<file path="src/rtl/icmpu_pkg.sv">
`default_nettype none

package icmpu_pkg;

	// Status table geometry
	localparam int TABLE_PORTS = 1024;
	localparam int TBL_AW = $clog2(TABLE_PORTS);

	// Frame layout
	localparam logic [7:0] ETH_BYTES      = 8'd14;
	localparam logic [7:0] ICMP_HDR_BYTES = 8'd8;
	localparam logic [7:0] INNER_DST_AT   = 8'd16;
	localparam logic [7:0] UDP_DPORT_AT   = 8'd2;
	localparam logic [7:0] ICMP_UNREACH   = 8'd3;
	localparam logic [7:0] PORT_UNREACH   = 8'd3;
	localparam logic [7:0] IHL_MASK       = 8'h0f;
	localparam logic [5:0] MIN_IP_BYTES   = 6'd20;

	// Configuration register indexes
	localparam int CFG_IW = 2;
	localparam logic [CFG_IW-1:0] REG_TARGET_IP  = 2'd0;
	localparam logic [CFG_IW-1:0] REG_START_PORT = 2'd1;
	localparam logic [CFG_IW-1:0] REG_PORT_COUNT = 2'd2;
	localparam logic [10:0] PORT_COUNT_RESET = 11'd1024;

	// Operation codes
	localparam logic OP_BYTE = 1'b0;
	localparam logic OP_READ = 1'b1;

	// Reply kinds
	localparam logic KIND_FRAME = 1'b0;
	localparam logic KIND_READ  = 1'b1;

	// Verdicts
	localparam logic [1:0] VERDICT_IGNORED   = 2'd0;
	localparam logic [1:0] VERDICT_CLOSED    = 2'd1;
	localparam logic [1:0] VERDICT_UNKNOWN   = 2'd2;
	localparam logic [1:0] VERDICT_OUT_RANGE = 2'd3;

	// Port status
	localparam logic [1:0] ST_UNKNOWN = 2'd0;
	localparam logic [1:0] ST_OPEN    = 2'd1;
	localparam logic [1:0] ST_CLOSED  = 2'd2;

	typedef struct packed {
		logic       operation;
		logic [7:0] data_byte;
		logic       last_byte;
		logic [9:0] read_index;
	} item_t;

	typedef struct packed {
		logic        reply_kind;
		logic [1:0]  verdict;
		logic [15:0] port_offset;
		logic [1:0]  port_status;
		logic [15:0] answered_count;
		logic        all_answered;
	} result_t;

endpackage

`default_nettype wire

</file>
<file path="src/rtl/icmp_port_unreachable_classifier.sv">
`default_nettype none

// Channel   Direction  Handshake                    Word
// item      in         item_valid / item_ready      icmpu_pkg::item_t
// result    out        result_valid / result_ready  icmpu_pkg::result_t
// config    in         cfg_we (no wait)             cfg_index, cfg_data
//
// One word is accepted per cycle while item_ready is high; frame bytes that are not the
// last byte of a frame give no result. A last byte or a read gives one result, registered
// first in stage s1 (for the table read) and then in the output register.
// After reset a clearing pass writes every status table entry to unknown, one per cycle;
// item_ready stays low during it, while config writes still land.
// A stalled result holds stage s1 and then item_ready; frame bytes keep flowing as long
// as stage s1 is free to advance.
module icmp_port_unreachable_classifier (
	input  wire logic                           clk,
	input  wire logic                           arst_n,
	input  wire logic                           item_valid,
	output logic                                item_ready,
	input  wire icmpu_pkg::item_t               item,
	output logic                                result_valid,
	input  wire logic                           result_ready,
	output icmpu_pkg::result_t                  result,
	input  wire logic                           cfg_we,
	input  wire logic [icmpu_pkg::CFG_IW-1:0]   cfg_index,
	input  wire logic [31:0]                    cfg_data
);

	localparam int AW = icmpu_pkg::TBL_AW;

	// Configuration
	logic [31:0] target_ip_q;
	logic [15:0] start_port_q;
	logic [10:0] port_count_q;

	// Per-frame parse state
	logic [7:0]  pos_q;
	logic [5:0]  ohb_q;
	logic [5:0]  ihb_q;
	logic        code3_q;
	logic [31:0] addr_q;
	logic [15:0] rport_q;
	logic        drop_q;

	logic [5:0]  ohb_n;
	logic [5:0]  ihb_n;
	logic        code3_n;
	logic [31:0] addr_n;
	logic [15:0] rport_n;
	logic        drop_n;

	logic [7:0]  icmp_at;
	logic [7:0]  inner_at;
	logic [7:0]  udp_at;
	logic [7:0]  udp_end_n;
	logic [7:0]  hdr_mask;
	logic [5:0]  hdr_len;
	logic        hit_n;

	// Stage s1
	logic            valid_s1;
	logic            kind_s1;
	logic            hit_s1;
	logic            code3_s1;
	logic [15:0]     rport_s1;
	logic [9:0]      ridx_s1;
	logic            rd_inrange_s1;
	logic            fwd_s1;
	logic [1:0]      fwd_st_s1;

	logic [15:0]     offset;
	logic            in_range;
	logic            wr;
	logic            wr_go;
	logic [1:0]      status_w;
	logic [15:0]     cnt_n;
	logic            go_s1;
	icmpu_pkg::result_t res_c;

	// Output register and counter
	logic               res_valid_q;
	icmpu_pkg::result_t res_q;
	logic [15:0]        cnt_q;

	// Status table
	logic [1:0]    table_mem [icmpu_pkg::TABLE_PORTS];
	logic [1:0]    rdata_q;
	logic          clr_q;
	logic [AW-1:0] clr_addr_q;
	logic          mem_we;
	logic [AW-1:0] mem_wa;
	logic [1:0]    mem_wd;
	logic [AW-1:0] rd_addr;
	logic          rd_en;

	logic accept;
	logic accept_byte;
	logic to_s1;

	assign accept      = item_valid && item_ready;
	assign accept_byte = accept && (item.operation == icmpu_pkg::OP_BYTE);
	assign rd_en       = accept && (item.operation == icmpu_pkg::OP_READ);
	assign to_s1       = accept && ((item.operation == icmpu_pkg::OP_READ) || item.last_byte);
	assign rd_addr     = AW'(item.read_index);

	// Config writes; indexes past the list are dropped.
	always_ff @(posedge clk or negedge arst_n) begin
		if (!arst_n) begin
			target_ip_q  <= '0;
			start_port_q <= '0;
			port_count_q <= icmpu_pkg::PORT_COUNT_RESET;
		end else if (cfg_we) begin
			case (cfg_index)
				icmpu_pkg::REG_TARGET_IP:  target_ip_q  <= cfg_data;
				icmpu_pkg::REG_START_PORT: start_port_q <= cfg_data[15:0];
				icmpu_pkg::REG_PORT_COUNT: port_count_q <= cfg_data[10:0];
				default: ;
			endcase
		end
	end

	// Parse one frame byte against the current position. Header offsets follow
	// from the two IHL fields, so each field position is a compare on pos_q.
	always_comb begin
		ohb_n    = ohb_q;
		ihb_n    = ihb_q;
		code3_n  = code3_q;
		addr_n   = addr_q;
		rport_n  = rport_q;
		drop_n   = drop_q;
		hdr_mask = item.data_byte & icmpu_pkg::IHL_MASK;
		hdr_len  = {hdr_mask[3:0], 2'b00};
		icmp_at  = icmpu_pkg::ETH_BYTES + {2'b00, ohb_q};
		inner_at = icmp_at + icmpu_pkg::ICMP_HDR_BYTES;
		udp_at   = inner_at + {2'b00, ihb_q};
		if (!drop_q) begin
			if (pos_q == icmpu_pkg::ETH_BYTES) begin
				ohb_n = hdr_len;
				if (hdr_len < icmpu_pkg::MIN_IP_BYTES)
					drop_n = 1'b1;
			end else if (pos_q > icmpu_pkg::ETH_BYTES && ohb_q >= icmpu_pkg::MIN_IP_BYTES) begin
				if (pos_q == icmp_at) begin
					if (item.data_byte != icmpu_pkg::ICMP_UNREACH)
						drop_n = 1'b1;
				end else if (pos_q == icmp_at + 8'd1) begin
					code3_n = (item.data_byte == icmpu_pkg::PORT_UNREACH);
				end else if (pos_q == inner_at) begin
					ihb_n = hdr_len;
					if (hdr_len < icmpu_pkg::MIN_IP_BYTES)
						drop_n = 1'b1;
				end else if (pos_q > inner_at && ihb_q >= icmpu_pkg::MIN_IP_BYTES) begin
					if (pos_q >= inner_at + icmpu_pkg::INNER_DST_AT &&
					    pos_q <= inner_at + icmpu_pkg::INNER_DST_AT + 8'd3) begin
						addr_n = {addr_q[23:0], item.data_byte};
					end else if (pos_q == udp_at + icmpu_pkg::UDP_DPORT_AT ||
					             pos_q == udp_at + icmpu_pkg::UDP_DPORT_AT + 8'd1) begin
						rport_n = {rport_q[7:0], item.data_byte};
					end
				end
			end
		end
		// The frame counts only once the whole destination port has gone by.
		udp_end_n = icmpu_pkg::ETH_BYTES + {2'b00, ohb_n} + icmpu_pkg::ICMP_HDR_BYTES +
		            {2'b00, ihb_n} + icmpu_pkg::UDP_DPORT_AT + 8'd1;
		hit_n = !drop_n && ohb_n >= icmpu_pkg::MIN_IP_BYTES &&
		        ihb_n >= icmpu_pkg::MIN_IP_BYTES && pos_q >= udp_end_n &&
		        addr_n == target_ip_q;
	end

	// Advance the parse state; clear it after the last byte of a frame.
	always_ff @(posedge clk or negedge arst_n) begin
		if (!arst_n) begin
			pos_q   <= '0;
			ohb_q   <= '0;
			ihb_q   <= '0;
			code3_q <= 1'b0;
			addr_q  <= '0;
			rport_q <= '0;
			drop_q  <= 1'b0;
		end else if (accept_byte) begin
			if (item.last_byte) begin
				pos_q   <= '0;
				ohb_q   <= '0;
				ihb_q   <= '0;
				code3_q <= 1'b0;
				addr_q  <= '0;
				rport_q <= '0;
				drop_q  <= 1'b0;
			end else begin
				pos_q   <= (pos_q == 8'hff) ? pos_q : pos_q + 8'd1;
				ohb_q   <= ohb_n;
				ihb_q   <= ihb_n;
				code3_q <= code3_n;
				addr_q  <= addr_n;
				rport_q <= rport_n;
				drop_q  <= drop_n;
			end
		end
	end

	// Stage s1: words that give a result. A read issued in the same cycle as a
	// table write to the same entry takes the written value instead of the RAM.
	always_ff @(posedge clk or negedge arst_n) begin
		if (!arst_n) begin
			valid_s1 <= 1'b0;
		end else if (to_s1) begin
			valid_s1 <= 1'b1;
		end else if (go_s1) begin
			valid_s1 <= 1'b0;
		end
	end

	always_ff @(posedge clk) begin
		if (to_s1) begin
			kind_s1       <= item.operation;
			hit_s1        <= hit_n;
			code3_s1      <= code3_n;
			rport_s1      <= rport_n;
			ridx_s1       <= item.read_index;
			rd_inrange_s1 <= 17'(item.read_index) < 17'(icmpu_pkg::TABLE_PORTS);
			fwd_s1        <= wr_go && (mem_wa == rd_addr);
			fwd_st_s1     <= status_w;
		end
	end

	always_comb begin
		offset   = rport_s1 - start_port_q;
		in_range = (offset < {5'b0, port_count_q}) &&
		           (17'(offset) < 17'(icmpu_pkg::TABLE_PORTS));
		status_w = code3_s1 ? icmpu_pkg::ST_CLOSED : icmpu_pkg::ST_UNKNOWN;
		wr       = valid_s1 && (kind_s1 == icmpu_pkg::OP_BYTE) && hit_s1 && in_range;
		cnt_n    = (wr && cnt_q != 16'hffff) ? cnt_q + 16'd1 : cnt_q;

		res_c.reply_kind     = icmpu_pkg::KIND_FRAME;
		res_c.verdict        = icmpu_pkg::VERDICT_IGNORED;
		res_c.port_offset    = '0;
		res_c.port_status    = icmpu_pkg::ST_UNKNOWN;
		res_c.answered_count = cnt_n;
		res_c.all_answered   = cnt_n >= {5'b0, port_count_q};
		if (kind_s1 == icmpu_pkg::OP_READ) begin
			res_c.reply_kind  = icmpu_pkg::KIND_READ;
			res_c.port_offset = {6'b0, ridx_s1};
			if (rd_inrange_s1)
				res_c.port_status = fwd_s1 ? fwd_st_s1 : rdata_q;
		end else if (hit_s1) begin
			res_c.port_offset = offset;
			if (in_range) begin
				res_c.verdict     = code3_s1 ? icmpu_pkg::VERDICT_CLOSED
				                             : icmpu_pkg::VERDICT_UNKNOWN;
				res_c.port_status = status_w;
			end else begin
				res_c.verdict = icmpu_pkg::VERDICT_OUT_RANGE;
			end
		end
	end

	assign go_s1      = valid_s1 && (!res_valid_q || result_ready);
	assign wr_go      = go_s1 && wr;
	assign item_ready = !clr_q && (!valid_s1 || go_s1);

	// Output register and answered counter; both move when s1 retires.
	always_ff @(posedge clk or negedge arst_n) begin
		if (!arst_n) begin
			res_valid_q <= 1'b0;
			cnt_q       <= '0;
		end else begin
			if (go_s1) begin
				res_valid_q <= 1'b1;
				cnt_q       <= cnt_n;
			end else if (result_ready) begin
				res_valid_q <= 1'b0;
			end
		end
	end

	always_ff @(posedge clk) begin
		if (go_s1)
			res_q <= res_c;
	end

	assign result_valid = res_valid_q;
	assign result       = res_q;

	// Clearing pass: sweep every entry to unknown after reset.
	always_ff @(posedge clk or negedge arst_n) begin
		if (!arst_n) begin
			clr_q      <= 1'b1;
			clr_addr_q <= '0;
		end else if (clr_q) begin
			clr_addr_q <= clr_addr_q + AW'(1);
			if (clr_addr_q == AW'(icmpu_pkg::TABLE_PORTS - 1))
				clr_q <= 1'b0;
		end
	end

	assign mem_we = clr_q || wr_go;
	assign mem_wa = clr_q ? clr_addr_q : AW'(offset);
	assign mem_wd = clr_q ? icmpu_pkg::ST_UNKNOWN : status_w;

	// Status table: one write port, one registered read port.
	always_ff @(posedge clk) begin
		if (mem_we)
			table_mem[mem_wa] <= mem_wd;
		if (rd_en)
			rdata_q <= table_mem[rd_addr];
	end

endmodule

`default_nettype wire

</file>
<file path="config.mk">
export PLATFORM = sky130hd
export DESIGN_NAME = icmp_port_unreachable_classifier
export DESIGN_NICKNAME = d
export VERILOG_FILES = /design/src/rtl/icmpu_pkg.sv /design/src/rtl/icmp_port_unreachable_classifier.sv
export SDC_FILE = /design/constraint.sdc
export NUM_CORES = 2
export LEC_CHECK = 0
export BUFFER_PORTS_ARGS = -buffer_cell sky130_fd_sc_hd__buf_2
export CORE_MARGIN = 1.5
export CORE_UTILIZATION = 50
export DETAILED_ROUTE_END_ITERATION = 7
export PLACE_DENSITY = 0.72
export SYNTH_ARGS = -nofsm -noshare
export SYNTH_HDL_FRONTEND = slang
export SYNTH_SLANG_ARGS = --single-unit
</file>
<file path="constraint.sdc">
create_clock -name clk -period 43.4 [get_ports clk]
set_clock_uncertainty 0.15 [all_clocks]
set_input_delay 4.34 -clock clk [delete_from_list [all_inputs] [get_ports clk]]
set_output_delay 4.34 -clock clk [all_outputs]
set_load 0.1 [all_outputs]
</file>
# Word level (Yosys, flattened, before mapping)

Memories as Yosys holds them, arrays and structs flattened. A register that Yosys moved wholly into a read port is not among the register bits.
Index checks and enable logic that the tools add are counted.

Add/subtract/negate cells: 17
Multiplexer cells: 65
$lt $le $gt $ge: 13
Bitwise logic cells: 3
Equal/unequal tests: 16
Reductions and logical operators: 37

Operators with widths:

| kind                                                                    | number |
|---|---|
| 32-bit two-way mux                                                      | 9 |
| 16-bit two-way mux                                                      | 11 |
| 6-bit two-way mux                                                       | 10 |
| 32-bit == test                                                          | 1 |
| 8-bit == test                                                           | 4 |
| 8-bit by 1-bit adder with 8-bit output (second input constant)          | 3 |
| 8-bit by 2-bit adder with 8-bit output (second input constant)          | 3 |
| 6-bit by 5-bit >= comparator with 1-bit output (second input constant)  | 4 |
| 1-bit two-way mux                                                       | 24 |
| 12-bit two-way mux                                                      | 2 |
| 1-bit logical AND                                                       | 20 |
| 16-bit by 1-bit adder with 16-bit output (second input constant)        | 1 |
| 7-bit by 4-bit adder with 8-bit output (second input constant)          | 2 |
| 8-bit by 6-bit adder with 8-bit output                                  | 2 |
| 16-bit by 11-bit >= comparator with 1-bit output                        | 1 |
| 8-bit >= comparator                                                     | 2 |
| 16-bit by 11-bit < comparator with 1-bit output                         | 1 |
| 16-bit by 11-bit < comparator with 1-bit output (second input constant) | 1 |
| 8-bit two-way mux                                                       | 2 |
| 16-bit inequality test (second input constant)                          | 1 |
| 16-bit subtractor                                                       | 1 |
| 4-bit by 6-bit adder with 7-bit output (first input constant)           | 2 |
| 2-bit two-way mux                                                       | 6 |
| 10-bit by 1-bit adder with 10-bit output (second input constant)        | 1 |
| other kinds (24)                                                        | 37 |

Memories kept: 1
RAM bits: 2048
Bits in registers: 228
Logic and storage cells: 181

Memory list:

| memory    | depth | width | rd ports | clocked after Yosys merged registers in | wr ports | RTL line                               | source |
|---|---|---|---|---|---|---|---|
| table_mem | 1024  | 2     | 1        | 1                                       | 1        | icmp_port_unreachable_classifier.sv:86 | `logic [1:0] table_mem [icmpu_pkg::TABLE_PORTS];` |

# Longest topological paths before layout

Depth in word-level cells: 17
Mapped depth: 34
Gate-level depth less buffers: 31

# Least setup slack after synthesis

No wires, ideal clock.

Path type: register to register
Start point: register clr_q
End point: memory table_mem[0][1] (data pin)
Slack: 12.563 ns
Clock period less this slack: 30.837 ns
Library setup time: 5.184 ns
Arrival: 25.503 ns
Stages on the path, launching flop included: 4
Cell sequence: dfstp_2 -> buf_1 -> clkbuf_1 -> nor2b_1

Longest elaborated chain between the ends: 1

RTL lines:

| what                   | RTL line                                | source |
|---|---|---|
| start, declared        | icmp_port_unreachable_classifier.sv:88  | `logic clr_q;` |
| start signal, assigned | icmp_port_unreachable_classifier.sv:287 | `clr_q <= 1'b1;` |
| start signal, assigned | icmp_port_unreachable_classifier.sv:292 | `clr_q <= 1'b0;` |
| 2-bit two-way mux      | icmp_port_unreachable_classifier.sv:298 | `assign mem_wd = clr_q ? icmpu_pkg::ST_UNKNOWN : status_w;` |
| via mem_wd[1]          | icmp_port_unreachable_classifier.sv:92  | `logic [1:0] mem_wd;` |
| end, declared          | icmp_port_unreachable_classifier.sv:86  |  |

The timed path passes the listed nets, and every way through them passes these cells.

# Final worst setup path

Start point: input result_ready
End point: output item_ready

Longest elaborated chain between the ends: 4

RTL lines:

| what              | RTL line                                | source |
|---|---|---|
| start, declared   | icmp_port_unreachable_classifier.sv:22  | `input wire logic result_ready,` |
| 1-bit logical OR  | icmp_port_unreachable_classifier.sv:257 | `assign go_s1 = valid_s1 && (!res_valid_q \|\| result_ready);` |
| 1-bit logical AND | icmp_port_unreachable_classifier.sv:257 |  |
| 1-bit logical OR  | icmp_port_unreachable_classifier.sv:259 | `assign item_ready = !clr_q && (!valid_s1 \|\| go_s1);` |
| 1-bit logical AND | icmp_port_unreachable_classifier.sv:259 |  |
| end, declared     | icmp_port_unreachable_classifier.sv:19  | `output logic item_ready,` |

Every way passes these cells.

==> summary.md <==
| Metric | Value |
|---|---|
| Core area | 116,000 sq um |
| Clk Latency, worst-skew pair | 730 ps |
| Synth async-reset ratio | 0.126 |
| Root buf cell | clkbuf_16 |
| Minimum clock period after layout | 9660 ps |
| R2R Path Start | ohb_q[1] |
| Die height | 345 um |
| Synth Area per Inst | 13.4 sq um |
| Cells after Synth | 4,364 |
| Die W | 345 um |
| Hpwl dp | 77,700 um |
| GRT met3 Usage | 0.0320 |
| Most frequent cells in the layout | nor2_1, edfxtp_1, nand2_1, mux4_2, dfrtp_1 |
| GRT overflow | 0 |
| Hold buffer count at CTS | 0 |
| Max-cap violations | 0 |
| I/O Buffers | 97 |
| CTS tree | built |
| Most common cell after layout, fill and taps aside | nor2_1 |
| Outcome | finished, final reports clean |
| CP endpoint kind | output pin |
| GR Layer Usage met2 | 0.382 |
| DRT antenna net count | 0 |
| Share of cells above drive strength 1 | 0.173 |
| CP arrival | 5170 ps |
| Most Crowded Layer GR | met2 |
| All-Layer GR Usage | 0.226 |
| Worst path buffer plus inverter count | 2 |
| Wire length per cell | 22.5 um |
| Critical path class | input port to output pin |
| R2R cell count | 29 |
| RR Endpoint | hit_s1 |
| Placed cell area | 60,500 sq um |
| Nets | 4,528 |
| 1st-iter DRT viols | 4,129 |
| Worst path cell trace | buf_2 -> nand2b_1 -> o21ba_2 -> buf_2 |
| Crit Path Max Fanout | 4 |
| Post-synth EDFFs | 1,093 |
| Cell Count Post-Placement | 5,768 |
| Delay-heaviest family, CP | buffers and inverters |
| CP startpoint | result_ready |
| Final instance area | 64,500 sq um |
| Fin crit share | 0.223 |
| Met1 usage | 0.309 |
| Setup WS pre-CTS | 33,740 ps |
| RSZ-0062 raised after global routing | no |
| I/O pin total | 99 |
| Routed vias/inst | 6.00 |
| CP startpoint kind | input port |
| Peak VDD IR | 0.0381 mV |
| Hold Path Origin | ihb_q[1] |
| Slowest cell on crit path | buf_2 |
| Num Clock Sinks | 1,251 |
| Final slew viol count | 0 |
| Ys Warns | 0 |
| Cell Rows | 125 |
| Syn Nets | 4,526 |
| Largest net degree at the start of global routing | 301 |
| Worst Tran Pin Value | 1400 ps |
| Clk buf depth | 3 |
| Hold Path End | ihb_q[1] |
| Register bit total from synthesis | 1,251 |
| PD cells | 43.1 nW/um^2 |
| First-pass DRT Iterations | 6 |
| Peak Freq | 103 MHz |
| Ys flop type | edfxtp_1 |
| Total Wirelength | 135,000 um |
| Final hold vios | 0 |
| WHS Path Cells | 1 |
| Full die area | 119,000 sq um |
| Relative slew slack | 0.0637 |
| Vias in the first global route | 35,640 |
| CTS buffer count | 120 |
| GPL Wtd Cong | 0.878 |
| CP peak stage delay | 430 ps |
| Initial Util | 0.504 |
| Reg clk slew, reported paths | 60 ps |
| Number of antenna diodes | 0 |
| Static Leak | 20.8 nW |
| H-Tree Depth | 3 |
| Critical Path RT | 38,910 ps |
| Setup repair bufs after CTS | 0 |
| Setup ws final | 33,740 ps |
| Initial antenna violation count | 1 |
| Post-Syn Area | 58,400 sq um |
| Synth unique cells | 74 |
| Post_cts resized | 0 |
| Most used cell, CP | buf_2 |
| Hold Crit Class | flop to flop |
| Final setup TNS | 0 ps |
| First-pass GRT wire length | 207,000 um |
| Layout Cells excl Fill | 5,994 |
| Layout area overhead | 10.4% |
| R2R setup slack | 35,330 ps |
| Register area share after synthesis | 0.629 |
| Post-route DRC | 0 |
| Final count of negative-setup-slack endpoints | 0 |
| Via count | 35,982 |
## worst max-delay path by stage
stage	end	depth (start not counted)	slack (ps)
global route	item_ready	4	33680
detailed placement	item_ready	4	33740
finish	item_ready	4	33740
floorplan	table_mem[0][1]	3	12560
global placement	rdata_q[1]	10	33750
CTS	item_ready	4	33740
## synth_stat cells (5+ instances only)
cell,number,area share
edfxtp_1,1093,0.56
a21boi_0,5,0.00064
a22oi_1,52,0.0067
ha_1,100,0.021
and2_1,16,0.0017
o21a_1,5,0.00064
nor3b_1,5,0.00064
or3_1,6,0.00064
a21o_1,21,0.0027
xor2_1,54,0.0081
nand2_1,404,0.026
nor3_1,30,0.0026
nor2_1,1105,0.071
a211oi_1,13,0.0017
buf_1,62,0.0040
a22o_1,36,0.0054
o21bai_1,5,0.00064
mux4_2,321,0.12
clkbuf_1,199,0.013
a21oi_1,30,0.0026
nand2b_1,18,0.0019
mux2_2,69,0.013
o2111ai_1,6,0.00090
a221oi_1,19,0.0028
mux2i_1,20,0.0034
o2bb2ai_1,5,0.00075
nor2b_1,16,0.0017
a2111oi_0,5,0.00075
buf_2,25,0.0021
o22ai_1,29,0.0031
a31oi_1,6,0.00064
inv_1,103,0.0066
nand3_1,31,0.0027
nand4_1,20,0.0021
o21ai_0,66,0.0057
or2_2,5,0.00054
o31ai_1,7,0.00090
xnor2_1,75,0.011
and3_1,13,0.0014
nor4_1,46,0.0049
o221ai_1,8,0.0012
dfrtp_1,156,0.067
## sequential cells by signal, indices dropped and copies added (netlist names), 6 cells and up
signal,flops
pos_q,8
start_port_q,16
rport_s1,16
port_count_q,11
cnt_q,16
table_mem,1024
result,37
clr_addr_q,10
addr_q,32
ohb_q,6
ihb_q,6
rport_q,16
ridx_s1,10
target_ip_q,32
## metal layers
layer / routed length [um] / up-vias / share of wire
li1: - / 16057 / -
met1: 53800 / 18199 / 0.40
met3: 10900 / 208 / 0.080
met4: 3280 / 2 / 0.024
met5: 8 / - / 0.000059
met2: 67100 / 1516 / 0.50
## metrics by stage
stage / hold slack (ps) / utilization / total power [mW]
finish: 336 / 0.556 / 2.78
global route: 367 / 0.556 / 2.86
CTS: 341 / 0.556 / 2.79
detailed placement: 322 / 0.521 / 1.74
global placement: 320 / 0.521 / 1.73
floorplan: 304 / - / 1.62
## cells by family after synthesis
logic type / count (synthesis) / synth area share
other: 1 / 0.0000642
multiplexers: 410 / 0.140
AND/OR/NAND/NOR: 1734 / 0.121
flip-flops: 1251 / 0.629
adder cells (fa/ha/maj): 104 / 0.0226
AO/OA/AOI/OAI: 344 / 0.0416
buffers and inverters: 390 / 0.0257
XOR/XNOR: 130 / 0.0197
## power by group
group | switching, mW | internal, mW
combinational | 0.262 | 0.105
sequential | 0.0174 | 1.33
clock | 0.456 | 0.607
## cell type report
type / count / area (sq um)
Timing Repair Buffer: 167 / 1100
Fill cell: 9086 / 51500
Clock inverter: 76 / 795
Multi-Input combinational cell: 2723 / 20300
Tap cell: 1524 / 1910
Sequential cell: 1251 / 36800
Clock buffer: 150 / 3230
Inverter: 103 / 387
Power figures use the tool's default switching activity.
